### src/sv/abrb_pkg.sv
package abrb_pkg;

    localparam int IDX_W      = 23;
    localparam int TS_W       = 22;
    localparam int DIM_W      = 12;
    localparam int POS_W      = 13;
    localparam int REG_IDX_W  = 3;
    localparam int REG_DATA_W = 22;

    // register map
    localparam logic [REG_IDX_W-1:0] REG_TEXTURE_START = 3'd0;
    localparam logic [REG_IDX_W-1:0] REG_TEXTURE_WIDTH = 3'd1;
    localparam logic [REG_IDX_W-1:0] REG_AREA_WIDTH    = 3'd2;
    localparam logic [REG_IDX_W-1:0] REG_AREA_HEIGHT   = 3'd3;
    localparam logic [REG_IDX_W-1:0] REG_SCREEN_WIDTH  = 3'd4;
    localparam logic [REG_IDX_W-1:0] REG_SCREEN_HEIGHT = 3'd5;
    localparam logic [REG_IDX_W-1:0] REG_POS_X         = 3'd6;
    localparam logic [REG_IDX_W-1:0] REG_POS_Y         = 3'd7;

    localparam logic [7:0] ALPHA_CLEAR  = 8'd0;
    localparam logic [7:0] ALPHA_OPAQUE = 8'd255;

    typedef struct packed {
        logic [7:0] tex_blue;
        logic [7:0] tex_green;
        logic [7:0] tex_red;
        logic [7:0] tex_alpha;
        logic [7:0] dst_blue;
        logic [7:0] dst_green;
        logic [7:0] dst_red;
    } pixel_t;

    typedef struct packed {
        logic [7:0]       out_blue;
        logic [7:0]       out_green;
        logic [7:0]       out_red;
        logic [IDX_W-1:0] screen_index;
        logic [IDX_W-1:0] texture_index;
        logic             last;
    } result_t;

    typedef struct packed {
        logic [TS_W-1:0]         texture_start;
        logic [DIM_W-1:0]        texture_width;
        logic [DIM_W-1:0]        area_width;
        logic [DIM_W-1:0]        area_height;
        logic [DIM_W-1:0]        screen_width;
        logic [DIM_W-1:0]        screen_height;
        logic signed [POS_W-1:0] pos_x;
        logic signed [POS_W-1:0] pos_y;
    } cfg_t;

    // per-pixel position class, decided in the front
    typedef struct packed {
        logic first;
        logic row_end;
        logic last;
    } flags_t;

    localparam int PIXEL_W = $bits(pixel_t);
    localparam int FLAGS_W = $bits(flags_t);

endpackage

### src/sv/alpha_blend_rect_blitter_core.sv
// Alpha-blending rectangle blitter, BGRA texture over a BGR screen.
// Input channel (push/full): one item per pixel of the rectangle in raster
// order, the texture BGRA pixel and the current screen BGR pixel. An item is
// taken at a clock edge with push high and full low.
// Result channel (empty/pop): one item per input item, in order: blended BGR,
// screen index, texture index and a last flag on the rectangle's final pixel.
// Config port: wr_en/reg_index/reg_data; the user must write it only while
// the block is idle; the block itself does not enforce it.
// Throughput: one item per cycle, sustained while the receiver pops, with a
// 4-entry queue between the position front end and the blend/index back end.
// An item passes the queue write, the multiply stage and the result register.
// If the receiver stalls, the result register holds, the multiply stage and
// the queue fill up, then full rises; no item is dropped.
// Reset: the queue and stages empty, row/column counters zero, registers at
// their defaults (sizes 1, start and positions 0).
module alpha_blend_rect_blitter_core
    import abrb_pkg::*;
#(
    parameter int MAX_DIM     = 2048,
    parameter int QUEUE_DEPTH = 4
)
(
    input  logic                  clk,
    input  logic                  rst_n,
    input  logic                  wr_en,
    input  logic [REG_IDX_W-1:0]  reg_index,
    input  logic [REG_DATA_W-1:0] reg_data,
    input  logic                  push,
    output logic                  full,
    input  pixel_t                pixel,
    output logic                  empty,
    input  logic                  pop,
    output result_t               result
);

    localparam int CNT_W = $clog2(MAX_DIM);
    localparam int QW    = CNT_W + FLAGS_W + PIXEL_W;

    cfg_t             cfg_reg;
    cfg_t             cfg_next;

    logic             q_wr;
    logic             q_rd;
    logic             q_avail;
    flags_t           f_flags;
    logic [CNT_W-1:0] f_col;
    logic [QW-1:0]    q_wdata;
    logic [QW-1:0]    q_rdata;

    // register writes take effect on the next cycle
    always_comb
    begin
        cfg_next = cfg_reg;
        if (wr_en)
        begin
            case (reg_index)
                REG_TEXTURE_START: cfg_next.texture_start = reg_data[TS_W-1:0];
                REG_TEXTURE_WIDTH: cfg_next.texture_width = reg_data[DIM_W-1:0];
                REG_AREA_WIDTH:    cfg_next.area_width    = reg_data[DIM_W-1:0];
                REG_AREA_HEIGHT:   cfg_next.area_height   = reg_data[DIM_W-1:0];
                REG_SCREEN_WIDTH:  cfg_next.screen_width  = reg_data[DIM_W-1:0];
                REG_SCREEN_HEIGHT: cfg_next.screen_height = reg_data[DIM_W-1:0];
                REG_POS_X:         cfg_next.pos_x         = $signed(reg_data[POS_W-1:0]);
                REG_POS_Y:         cfg_next.pos_y         = $signed(reg_data[POS_W-1:0]);
                default:           cfg_next = cfg_reg;
            endcase
        end
    end

    always_ff @(posedge clk or negedge rst_n)
    begin
        if (!rst_n)
        begin
            cfg_reg.texture_start <= '0;
            cfg_reg.texture_width <= DIM_W'(1);
            cfg_reg.area_width    <= DIM_W'(1);
            cfg_reg.area_height   <= DIM_W'(1);
            cfg_reg.screen_width  <= DIM_W'(1);
            cfg_reg.screen_height <= DIM_W'(1);
            cfg_reg.pos_x         <= '0;
            cfg_reg.pos_y         <= '0;
        end
        else
        begin
            cfg_reg <= cfg_next;
        end
    end

    // front: raster position and pixel class
    abrb_front #(
        .MAX_DIM (MAX_DIM),
        .CNT_W   (CNT_W)
    ) u_front (
        .clk    (clk),
        .rst_n  (rst_n),
        .cfg    (cfg_reg),
        .push   (push),
        .q_full (full),
        .q_wr   (q_wr),
        .flags  (f_flags),
        .col    (f_col)
    );

    assign q_wdata = {f_col, f_flags, pixel};

    abrb_queue #(
        .W     (QW),
        .DEPTH (QUEUE_DEPTH)
    ) u_queue (
        .clk     (clk),
        .rst_n   (rst_n),
        .wr      (q_wr),
        .wr_data (q_wdata),
        .full    (full),
        .rd      (q_rd),
        .rd_data (q_rdata),
        .avail   (q_avail)
    );

    // back: blend and screen/texture indices
    abrb_back #(
        .CNT_W (CNT_W)
    ) u_back (
        .clk     (clk),
        .rst_n   (rst_n),
        .cfg     (cfg_reg),
        .q_avail (q_avail),
        .q_pixel (q_rdata[PIXEL_W-1:0]),
        .q_flags (q_rdata[PIXEL_W+FLAGS_W-1:PIXEL_W]),
        .q_col   (q_rdata[QW-1:PIXEL_W+FLAGS_W]),
        .q_rd    (q_rd),
        .empty   (empty),
        .pop     (pop),
        .result  (result)
    );

endmodule

### src/sv/abrb_front.sv
module abrb_front
    import abrb_pkg::*;
#(
    parameter int MAX_DIM = 2048,
    parameter int CNT_W   = $clog2(MAX_DIM)
)
(
    input  logic             clk,
    input  logic             rst_n,
    input  cfg_t             cfg,
    input  logic             push,
    input  logic             q_full,
    output logic             q_wr,
    output flags_t           flags,
    output logic [CNT_W-1:0] col
);

    logic [CNT_W-1:0] col_reg;
    logic [CNT_W-1:0] col_next;
    logic [CNT_W-1:0] row_reg;
    logic [CNT_W-1:0] row_next;
    logic [CNT_W-1:0] lim_w;
    logic [CNT_W-1:0] lim_h;

    // last column / row index, area size clamped to 1..MAX_DIM
    always_comb
    begin
        if (cfg.area_width == '0)
        begin
            lim_w = '0;
        end
        else if (32'(cfg.area_width) > 32'(MAX_DIM))
        begin
            lim_w = CNT_W'(MAX_DIM - 1);
        end
        else
        begin
            lim_w = CNT_W'(cfg.area_width - 1'b1);
        end

        if (cfg.area_height == '0)
        begin
            lim_h = '0;
        end
        else if (32'(cfg.area_height) > 32'(MAX_DIM))
        begin
            lim_h = CNT_W'(MAX_DIM - 1);
        end
        else
        begin
            lim_h = CNT_W'(cfg.area_height - 1'b1);
        end
    end

    assign q_wr          = push && !q_full;
    assign col           = col_reg;
    assign flags.first   = (col_reg == '0) && (row_reg == '0);
    assign flags.row_end = (col_reg >= lim_w);
    assign flags.last    = flags.row_end && (row_reg >= lim_h);

    always_comb
    begin
        col_next = col_reg;
        row_next = row_reg;
        if (q_wr)
        begin
            if (flags.last)
            begin
                col_next = '0;
                row_next = '0;
            end
            else if (flags.row_end)
            begin
                col_next = '0;
                row_next = row_reg + 1'b1;
            end
            else
            begin
                col_next = col_reg + 1'b1;
            end
        end
    end

    always_ff @(posedge clk or negedge rst_n)
    begin
        if (!rst_n)
        begin
            col_reg <= '0;
            row_reg <= '0;
        end
        else
        begin
            col_reg <= col_next;
            row_reg <= row_next;
        end
    end

endmodule

### src/sv/abrb_queue.sv
module abrb_queue
    import abrb_pkg::*;
#(
    parameter int W     = 8,
    parameter int DEPTH = 4
)
(
    input  logic         clk,
    input  logic         rst_n,
    input  logic         wr,
    input  logic [W-1:0] wr_data,
    output logic         full,
    input  logic         rd,
    output logic [W-1:0] rd_data,
    output logic         avail
);

    localparam int PTR_W = $clog2(DEPTH);
    localparam int CNT_W = $clog2(DEPTH + 1);

    logic [W-1:0]     mem_reg [DEPTH];
    logic [PTR_W-1:0] wr_ptr_reg;
    logic [PTR_W-1:0] rd_ptr_reg;
    logic [CNT_W-1:0] count_reg;
    logic [CNT_W-1:0] count_next;

    assign full    = (count_reg == CNT_W'(DEPTH));
    assign avail   = (count_reg != '0);
    assign rd_data = mem_reg[rd_ptr_reg];

    always_comb
    begin
        count_next = count_reg;
        if (wr && !rd)
        begin
            count_next = count_reg + 1'b1;
        end
        else if (rd && !wr)
        begin
            count_next = count_reg - 1'b1;
        end
    end

    always_ff @(posedge clk)
    begin
        if (wr)
        begin
            mem_reg[wr_ptr_reg] <= wr_data;
        end
    end

    always_ff @(posedge clk or negedge rst_n)
    begin
        if (!rst_n)
        begin
            wr_ptr_reg <= '0;
            rd_ptr_reg <= '0;
            count_reg  <= '0;
        end
        else
        begin
            count_reg <= count_next;
            if (wr)
            begin
                wr_ptr_reg <= (wr_ptr_reg == PTR_W'(DEPTH - 1)) ? '0 : wr_ptr_reg + 1'b1;
            end
            if (rd)
            begin
                rd_ptr_reg <= (rd_ptr_reg == PTR_W'(DEPTH - 1)) ? '0 : rd_ptr_reg + 1'b1;
            end
        end
    end

`ifndef NO_ASSERTIONS
    ap_count_max: assert property (@(posedge clk) disable iff (!rst_n)
        count_reg <= CNT_W'(DEPTH))
        else $error("queue count above depth");

    ap_count_inc: assert property (@(posedge clk) disable iff (!rst_n)
        (wr && !rd) |=> count_reg == CNT_W'($past(count_reg) + 1'b1))
        else $error("queue count did not grow on write");

    ap_count_dec: assert property (@(posedge clk) disable iff (!rst_n)
        (rd && !wr) |=> count_reg == CNT_W'($past(count_reg) - 1'b1))
        else $error("queue count did not drop on read");
`endif

endmodule

### src/sv/abrb_back.sv
module abrb_back
    import abrb_pkg::*;
#(
    parameter int CNT_W = 11
)
(
    input  logic             clk,
    input  logic             rst_n,
    input  cfg_t             cfg,
    input  logic             q_avail,
    input  pixel_t           q_pixel,
    input  flags_t           q_flags,
    input  logic [CNT_W-1:0] q_col,
    output logic             q_rd,
    output logic             empty,
    input  logic             pop,
    output result_t          result
);

    function automatic logic signed [17:0] blend_prod(logic [7:0] s, logic [7:0] d,
                                                       logic [7:0] a);
        logic signed [8:0]  diff;
        logic signed [17:0] a_ext;
        logic signed [17:0] d_ext;
        diff  = $signed({1'b0, s}) - $signed({1'b0, d});
        a_ext = $signed({10'd0, a});
        d_ext = $signed({{9{diff[8]}}, diff});
        return a_ext * d_ext;
    endfunction

    function automatic logic [7:0] blend_fin(logic [7:0] s, logic [7:0] d, logic [7:0] a,
                                             logic signed [17:0] p);
        logic signed [17:0] q;
        q = p >>> 8;
        if (a == ALPHA_CLEAR)
        begin
            return d;
        end
        else if (a == ALPHA_OPAQUE)
        begin
            return s;
        end
        return d + q[7:0];
    endfunction

    // stage 1: products
    logic               s1_v_reg;
    pixel_t             s1_pix_reg;
    flags_t             s1_flags_reg;
    logic [CNT_W-1:0]   s1_col_reg;
    logic signed [17:0] s1_pb_reg;
    logic signed [17:0] s1_pg_reg;
    logic signed [17:0] s1_pr_reg;
    logic [DIM_W-1:0]   s1_sx_reg;
    logic [2*DIM_W-1:0] s1_yoff_reg;

    // stage 2: result register
    logic               out_v_reg;
    result_t            out_reg;

    logic [IDX_W-1:0]   sbase_reg;
    logic [IDX_W-1:0]   tbase_reg;
    logic [IDX_W-1:0]   cur_sbase;
    logic [IDX_W-1:0]   cur_tbase;
    logic [IDX_W-1:0]   col_ext;
    logic [DIM_W-1:0]   sx;
    logic [DIM_W-1:0]   sy;
    logic               s2_load;
    logic               s1_ready;

    assign s2_load  = s1_v_reg && (!out_v_reg || pop);
    assign s1_ready = !s1_v_reg || s2_load;
    assign q_rd     = q_avail && s1_ready;
    assign empty    = !out_v_reg;
    assign result   = out_reg;

    // start position clamped to 0..screen size
    always_comb
    begin
        if (cfg.pos_x[POS_W-1])
        begin
            sx = '0;
        end
        else if (cfg.pos_x[DIM_W-1:0] > cfg.screen_width)
        begin
            sx = cfg.screen_width;
        end
        else
        begin
            sx = cfg.pos_x[DIM_W-1:0];
        end

        if (cfg.pos_y[POS_W-1])
        begin
            sy = '0;
        end
        else if (cfg.pos_y[DIM_W-1:0] > cfg.screen_height)
        begin
            sy = cfg.screen_height;
        end
        else
        begin
            sy = cfg.pos_y[DIM_W-1:0];
        end
    end

    always_comb
    begin
        col_ext   = {{(IDX_W - CNT_W){1'b0}}, s1_col_reg};
        cur_sbase = s1_flags_reg.first
                  ? IDX_W'({{(IDX_W - DIM_W){1'b0}}, s1_sx_reg} + s1_yoff_reg[IDX_W-1:0])
                  : sbase_reg;
        cur_tbase = s1_flags_reg.first ? {1'b0, cfg.texture_start} : tbase_reg;
    end

    always_ff @(posedge clk)
    begin
        if (q_rd)
        begin
            s1_pix_reg   <= q_pixel;
            s1_flags_reg <= q_flags;
            s1_col_reg   <= q_col;
            s1_pb_reg    <= blend_prod(q_pixel.tex_blue, q_pixel.dst_blue, q_pixel.tex_alpha);
            s1_pg_reg    <= blend_prod(q_pixel.tex_green, q_pixel.dst_green,
                                       q_pixel.tex_alpha);
            s1_pr_reg    <= blend_prod(q_pixel.tex_red, q_pixel.dst_red, q_pixel.tex_alpha);
            s1_sx_reg    <= sx;
            s1_yoff_reg  <= sy * cfg.screen_width;
        end
        if (s2_load)
        begin
            out_reg.out_blue      <= blend_fin(s1_pix_reg.tex_blue, s1_pix_reg.dst_blue,
                                               s1_pix_reg.tex_alpha, s1_pb_reg);
            out_reg.out_green     <= blend_fin(s1_pix_reg.tex_green, s1_pix_reg.dst_green,
                                               s1_pix_reg.tex_alpha, s1_pg_reg);
            out_reg.out_red       <= blend_fin(s1_pix_reg.tex_red, s1_pix_reg.dst_red,
                                               s1_pix_reg.tex_alpha, s1_pr_reg);
            out_reg.screen_index  <= cur_sbase + col_ext;
            out_reg.texture_index <= cur_tbase + col_ext;
            out_reg.last          <= s1_flags_reg.last;
        end
    end

    always_ff @(posedge clk or negedge rst_n)
    begin
        if (!rst_n)
        begin
            s1_v_reg  <= 1'b0;
            out_v_reg <= 1'b0;
            sbase_reg <= '0;
            tbase_reg <= '0;
        end
        else
        begin
            if (s1_ready)
            begin
                s1_v_reg <= q_avail;
            end
            if (s2_load)
            begin
                out_v_reg <= 1'b1;
            end
            else if (pop)
            begin
                out_v_reg <= 1'b0;
            end
            if (s2_load)
            begin
                if (s1_flags_reg.row_end && !s1_flags_reg.last)
                begin
                    sbase_reg <= cur_sbase + {{(IDX_W - DIM_W){1'b0}}, cfg.screen_width};
                    tbase_reg <= cur_tbase + {{(IDX_W - DIM_W){1'b0}}, cfg.texture_width};
                end
                else if (s1_flags_reg.first)
                begin
                    sbase_reg <= cur_sbase;
                    tbase_reg <= cur_tbase;
                end
            end
        end
    end

endmodule
### config.mk
export PLATFORM = sky130hd
export DESIGN_NAME = alpha_blend_rect_blitter_core
export DESIGN_NICKNAME = d
export VERILOG_FILES = /design/src/sv/abrb_pkg.sv /design/src/sv/alpha_blend_rect_blitter_core.sv /design/src/sv/abrb_front.sv /design/src/sv/abrb_queue.sv /design/src/sv/abrb_back.sv
export SDC_FILE = /design/constraint.sdc
export NUM_CORES = 2
export LEC_CHECK = 0
export BUFFER_PORTS_ARGS = -buffer_cell sky130_fd_sc_hd__buf_2
export CAP_MARGIN = 20
export CORE_MARGIN = 2
export CORE_UTILIZATION = 30
export CTS_BUF_LIST = sky130_fd_sc_hd__clkbuf_16
export CTS_CLUSTER_SIZE = 20
export DETAILED_ROUTE_END_ITERATION = 10
export PLACE_DENSITY_LB_ADDON = 0.3
export SETUP_SLACK_MARGIN = 0.4
export SLEW_MARGIN = 20
export SYNTH_ARGS = -nofsm -noshare
export SYNTH_HDL_FRONTEND = slang
export SYNTH_HIERARCHICAL = 1
export SYNTH_SLANG_ARGS = --single-unit
### constraint.sdc
create_clock -name clk -period 20.7 [get_ports clk]
set_clock_uncertainty 0.15 [all_clocks]
set_input_delay 4.14 -clock clk [delete_from_list [all_inputs] [get_ports clk]]
set_output_delay 4.14 -clock clk [all_outputs]
set_load 0.02 [all_outputs]
### Word level (Yosys, flattened, before mapping)

Memories as Yosys holds them, arrays and structs flattened.
Cells that the tools add are included.

| word-level totals | value |
|---|---|
| register bits | 409 |
| memories | 1 |
| memory bits (writable) | 280 |

Memories:

| name | depth | width | rd ports | clocked after memory_dff | wr ports | RTL line | RTL |
|---|---|---|---|---|---|---|---|
| u_queue.mem_reg | 4 | 70 | 1 | 0 | 1 | abrb_queue.sv:21 | `logic [W-1:0] mem_reg [DEPTH];` |

| cells by class | value |
|---|---|
| reductions and logical operators | 37 |
| multiply operators | 4 |
| order comparisons | 6 |
| eq/ne operators | 11 |
| add/sub/neg operators | 19 |
| mux-type cells | 37 |

Operators with widths:

| cell | count |
|---|---|
| $mux 23 | 6 |
| $mux 11 | 8 |
| $mux 8 | 9 |
| $mul 9x9->16 | 3 |
| $add 23x11->23 | 2 |
| $add 23x12->23 | 2 |
| $mux 12 | 3 |
| $sub 8x8->9 | 3 |
| $add 8x8->8 | 3 |
| $gt 12x12->1 | 2 |
| $gt 12x12->1 const B | 2 |
| $logic_not 12->1 | 2 |
| $add 12x23->23 | 1 |
| $mul 12x12->23 | 1 |
| $add 11x1->11 const B | 2 |
| $ge 11x11->1 | 2 |
| $logic_not 11->1 | 2 |
| $sub 11x1->11 const B | 2 |
| $reduce_and 2->1 | 10 |
| $eq 3x3->1 const B | 5 |
| $eq 8x8->1 const B | 1 |
| $logic_and 1x1->1 | 8 |
| $logic_not 8->1 | 1 |
| $reduce_bool 2->1 | 4 |
| 13 further kinds | 30 |

### Logic depth before layout (Yosys ltp)

| depth | value |
|---|---|
| word-level depth | 8 |
| mapped depth | 31 |
| mapped depth without buffers | 30 |

### By module

The synthesis kept the hierarchy.

Modules (own cells, without submodules):

| module | area each (µm²) | cells each | instances |
|---|---|---|---|
| abrb_back | 26203.9 | 2752 | 1 |
| abrb_queue | 10595.2 | 403 | 1 |
| alpha_blend_rect_blitter_core | 4100.2 | 233 | 1 |
| abrb_front | 2155.8 | 270 | 1 |

### Worst setup path after synthesis

No wires, ideal clock.

| timing | value |
|---|---|
| kind | input-to-reg |
| from | input pop |
| to | register u_queue.count_reg[1] |
| slack | 5.153 ns |
| data arrival time | 15.272 ns |
| required time | 20.425 ns |
| stages | 7 |
| path through | nor2_1 > a21boi_0 > inv_1 > ha_1 > inv_1 > fa_1 > mux2_2 |

| between the ends | value |
|---|---|
| longest elaborated chain between the ends | 7 |

Ends and longest elaborated chain:

| element | RTL line | RTL |
|---|---|---|
| start: declaration | alpha_blend_rect_blitter_core.sv:32 | `input logic pop,` |
| $logic_or 1x1->1 | abrb_back.sv:71 | `assign s2_load = s1_v_reg && (!out_v_reg \|\| pop);` |
| $logic_and 1x1->1 | abrb_back.sv:71 |  |
| $logic_or 1x1->1 | abrb_back.sv:72 | `assign s1_ready = !s1_v_reg \|\| s2_load;` |
| $logic_and 1x1->1 | abrb_back.sv:73 | `assign q_rd = q_avail && s1_ready;` |
| via q_rd | alpha_blend_rect_blitter_core.sv:43 | `logic q_rd;` |
| $logic_not 1->1 | abrb_queue.sv:34 | `if (wr && !rd)` |
| $logic_and 1x1->1 | abrb_queue.sv:34 |  |
| $mux 3 | abrb_queue.sv:34 |  |
| via u_queue.count_next[1] | abrb_queue.sv:25 | `logic [CNT_W-1:0] count_next;` |
| end signal: assignment | abrb_queue.sv:62 | `count_reg <= count_next;` |
| end: declaration | abrb_queue.sv:24 | `logic [CNT_W-1:0] count_reg;` |

The timed path passes the listed nets, and every way through them passes these cells.
A chain may end at the register's enable or synchronous reset.

### Final worst setup path

| timing | value |
|---|---|
| from | register u_queue.rd_ptr_reg[0] |
| to | register u_back.s1_pg_reg[15], data pin |

| between the ends | value |
|---|---|
| longest elaborated chain between the ends | 3 |

Ends and longest elaborated chain:

| element | RTL line | RTL |
|---|---|---|
| start: declaration | abrb_queue.sv:23 | `logic [PTR_W-1:0] rd_ptr_reg;` |
| start signal: assignment | abrb_queue.sv:69 | `rd_ptr_reg <= (rd_ptr_reg == PTR_W'(DEPTH - 1)) ? '0 : rd_ptr_reg + 1'b1;` |
| $mem_v2 4x70 | - |  |
| via q_rdata[40] | alpha_blend_rect_blitter_core.sv:48 | `logic [QW-1:0] q_rdata;` |
| $sub 8x8->9 | abrb_back.sv:25 | `diff = $signed({1'b0, s}) - $signed({1'b0, d});` |
| $mul 9x9->16 | abrb_back.sv:28 | `return a_ext * d_ext;` |
| end signal: assignment | abrb_back.sv:124 | `s1_pg_reg <= blend_prod(q_pixel.tex_green, q_pixel.dst_green,` |
| end: declaration | abrb_back.sv:52 | `logic signed [17:0] s1_pg_reg;` |

The timed path passes the listed nets, and every way through them passes these cells.

==> results.rst <==
.. list-table::
   :header-rows: 1

   * - Metric
     - Value
   * - Gpl congestion
     - 0.846
   * - EDFF count, synth
     - 480
   * - Die height
     - 383 µm
   * - CTS hold repair buffers
     - 0
   * - Antenna violations before repair
     - 21
   * - Global-route wire length before repair
     - 167000 µm
   * - Post-CTS Setup Repair Bufs
     - 0
   * - Growth of design area from synthesis to finish
     - 12.9%
   * - Clock H-tree levels
     - 3
   * - Synth warnings
     - 6
   * - Max-slew violation count
     - 0
   * - Total Routed Length
     - 107000 µm
   * - Most frequent cell on the critical path
     - sky130_fd_sc_hd__fa_1
   * - Endpoint arrival time on the critical path
     - 9.29 ns
   * - Fraction of the mapped netlist area in compound gates
     - 0.0739
   * - Post-synthesis sequential area ratio
     - 0.442
   * - Total congestion overflow
     - 0
   * - Total clock buffers created by CTS
     - 80
   * - Final net count
     - 4479
   * - Placeable core region
     - 0.143 mm²
   * - Insertion delay of the later-clocked pin in the worst-skew pair
     - 0.68 ns
   * - Combined global-route utilization of all metal layers
     - 0.147
   * - Number of gates resized after cts
     - 0
   * - Clock tree root driver cell
     - sky130_fd_sc_hd__clkbuf_16
   * - DP HPWL
     - 77300 µm
   * - Worst hold slack
     - 0.327 ns
   * - Cell Area, Synth
     - 0.0431 mm²
   * - Adder-cell share of the synthesized area
     - 0.208
   * - Row count
     - 139
   * - Layout cells sized above 1
     - 0.148
   * - Slowest cell delay on critical path
     - 0.84 ns
   * - Vias per inst
     - 4.77
   * - Simple-gate area share of the yosys netlist
     - 0.108
   * - Flip-flop count of the largest register, all copies and words added
     - 280
   * - Antenna violation net count after detailed routing
     - 0
   * - Critical-path top delay cell
     - sky130_fd_sc_hd__dfrtp_4
   * - Max-cap viol count
     - 0
   * - Met1 track demand over resource in global routing
     - 0.202
   * - Clock Tree Buf Depth
     - 3
   * - Combinational family with the most area after synthesis
     - adder cells
   * - Via total after detailed routing
     - 27700
   * - Most instantiated flip-flop cell in the synthesis netlist
     - sky130_fd_sc_hd__edfxtp_1
   * - Minimum clock period after layout
     - 9.03 ns
   * - Most frequent standard cell in the layout excluding fill and tap cells
     - sky130_fd_sc_hd__edfxtp_1
   * - Setup repair after global routing missed its margin
     - no
   * - Fraction of registers with async set/reset
     - 0.278
   * - Die area
     - 0.147 mm²
   * - Worst path required time
     - 20.96 ns
   * - Die boundary width
     - 383 µm
   * - Number of cells produced by synthesis
     - 3658
   * - Endpoint class of the critical path
     - flop
   * - Synth unique cells
     - 86
   * - Type of origin of the critical path
     - flop
   * - Net Count, Synth
     - 4318
   * - IO Count
     - 159
   * - Number of global-route vias before repair
     - 28100
   * - Clock sink count
     - 665
   * - Class of the tightest hold or removal check
     - flop to flop
   * - Worst Tran Pin Value
     - 0.998 ns
   * - Fraction of synthesized area in multiplexers
     - 0.0797
   * - Initial standard-cell utilization of the core
     - 0.301
   * - GR Layer Usage met2
     - 0.236
   * - Share of the core filled with cells in the final layout
     - 0.340
   * - Syn Area/Cell
     - 11.8 µm²
   * - Status
     - finished, final reports clean
   * - Post-synthesis sequential element count
     - 665
   * - Maximum number of pins on one net before global-route repair
     - 93
   * - IO Port Bufs
     - 158
   * - Drt drc
     - 0
   * - Final total negative setup slack
     - 0 ns
   * - Parity-gate share of the synthesized area counting xor and xnor cells
     - 0.0380
   * - Final hold violation count
     - 0
   * - Met3 usage
     - 0.0298
   * - Worst-case headroom to the max-slew limit
     - 0.334
   * - CTS tree
     - built
   * - Mean routed wirelength per cell
     - 18.4 µm
   * - Worst Path Max Fanout
     - 43
   * - Pre-Repair DR Iteration Count
     - 5
   * - Worst setup path category
     - flop to flop
   * - DRC marker count from the first detailed-route iteration
     - 1599
   * - Final critical-path share of the clock period
     - 0.436
   * - Most used cells in the layout excluding fill and tap cells
     - sky130_fd_sc_hd__edfxtp_1, sky130_fd_sc_hd__inv_1, sky130_fd_sc_hd__ha_1, sky130_fd_sc_hd__nand2_1, sky130_fd_sc_hd__fa_1
   * - Layer with the highest usage after global routing
     - met2
   * - Clock-pin slew on the worst setup and hold paths
     - 0.06 ns
   * - Max frequency
     - 111 MHz
   * - Total setup violations reported at the end of the flow
     - 0
[stage by stage]
stage               worst slack [ns]  instance area [µm²]  std cells
floorplan                       5.15                43100       3658
global placement               11.53                45900       5640
detailed placement             11.54                45900       5640
CTS                            11.50                48600       5788
global route                   10.89                48600       5790
finish                         11.67                48600       5795
[kinds of logic (layout without fill, tap and decap cells)]
logic type	after synthesis	count (layout)
AOI/OAI and AO/OA	509	509
buffers and inverters	526	753
adders and majority gates	574	574
xor gates and xnor gates	187	187
DFF	665	665
other	0	7
and+or+nand+nor	959	959
muxes	238	238
[routing by layer]
| metal | wire length, µm | part of all wire | up-vias |
|---|---|---|---|
| li1 | - | - | 13200 |
| met2 | 49300 | 0.46 | 561 |
| met4 | 2160 | 0.020 | 18 |
| met1 | 49100 | 0.46 | 13800 |
| met5 | 112 | 0.0011 | - |
| met3 | 5840 | 0.055 | 153 |
[Yosys cell counts (8+ instances only)]
cell type	instances	share of area
sky130_fd_sc_hd__mux2i_1	35	0.0081
sky130_fd_sc_hd__o21ai_0	114	0.013
sky130_fd_sc_hd__a31oi_1	18	0.0026
sky130_fd_sc_hd__o21ai_1	8	0.00093
sky130_fd_sc_hd__edfxtp_1	480	0.33
sky130_fd_sc_hd__a211oi_1	11	0.0019
sky130_fd_sc_hd__and3_1	24	0.0035
sky130_fd_sc_hd__a21boi_0	8	0.0014
sky130_fd_sc_hd__and2_1	88	0.013
sky130_fd_sc_hd__or3_1	15	0.0022
sky130_fd_sc_hd__o21a_1	19	0.0033
sky130_fd_sc_hd__ha_1	337	0.098
sky130_fd_sc_hd__xor2_1	60	0.012
sky130_fd_sc_hd__nor2b_1	44	0.0064
sky130_fd_sc_hd__nand2_1	310	0.027
sky130_fd_sc_hd__or2_2	25	0.0036
sky130_fd_sc_hd__xnor2_1	127	0.026
sky130_fd_sc_hd__nor3_1	107	0.012
sky130_fd_sc_hd__fa_1	237	0.11
sky130_fd_sc_hd__mux4_2	68	0.036
sky130_fd_sc_hd__nand4_1	20	0.0029
sky130_fd_sc_hd__dfrtp_1	180	0.10
sky130_fd_sc_hd__nand3_1	38	0.0044
sky130_fd_sc_hd__o21bai_1	14	0.0024
sky130_fd_sc_hd__inv_1	410	0.036
sky130_fd_sc_hd__a21oi_1	180	0.021
sky130_fd_sc_hd__nand2b_1	36	0.0052
sky130_fd_sc_hd__a21o_1	41	0.0071
sky130_fd_sc_hd__mux2_2	132	0.035
sky130_fd_sc_hd__a22o_1	17	0.0035
sky130_fd_sc_hd__buf_2	9	0.0010
sky130_fd_sc_hd__buf_1	8	0.00070
sky130_fd_sc_hd__clkbuf_1	76	0.0066
sky130_fd_sc_hd__o211ai_1	12	0.0021
sky130_fd_sc_hd__nor2_1	208	0.018
[critical path, delay by kind of cell, from the launching register on]
family | cells | cell delay, ns
compound gates | 8 | 1.83
flops | 1 | 0.84
buf+inv | 6 | 1.09
simple gates | 4 | 0.62
mux | 1 | 0.61
fa+ha+maj | 8 | 3.47
xor+xnor | 1 | 0.07
[final timing paths]
| check | to | slack [ns] | startpoint | cells after the start |
|---|---|---|---|---|
| max | u_back/s1_pg_reg[15] | 11.67 | u_queue/rd_ptr_reg[0] | 28 |
| min | u_back/tbase_reg[14] | 0.33 | u_back/tbase_reg[14] | 2 |
| max reg2reg | u_back/s1_pg_reg[15] | 11.67 | u_queue/rd_ptr_reg[0] | 28 |
| min reg2reg | u_back/tbase_reg[14] | 0.33 | u_back/tbase_reg[14] | 2 |
| max in group asynchronous | u_queue/rd_ptr_reg[0] | 15.12 | rst_n | 3 |
| min in group asynchronous | u_back/sbase_reg[20] | 3.37 | rst_n | 1 |
[area by class of cell]
cell class	count	area, µm²
Fill cell	14300	94400
Timing Repair Buffer	188	1020
Sequential cell	665	19100
Tap cell	1903	2380
Multi-Input combinational cell	2467	21900
Antenna cell	7	17.5
Inverter	417	1570
Clock buffer	82	2050
Clock inverter	66	573
Power is left out: the tool's default activity adds up to more than one toggle a clock period on the data nets, which glitch-free logic cannot reach.
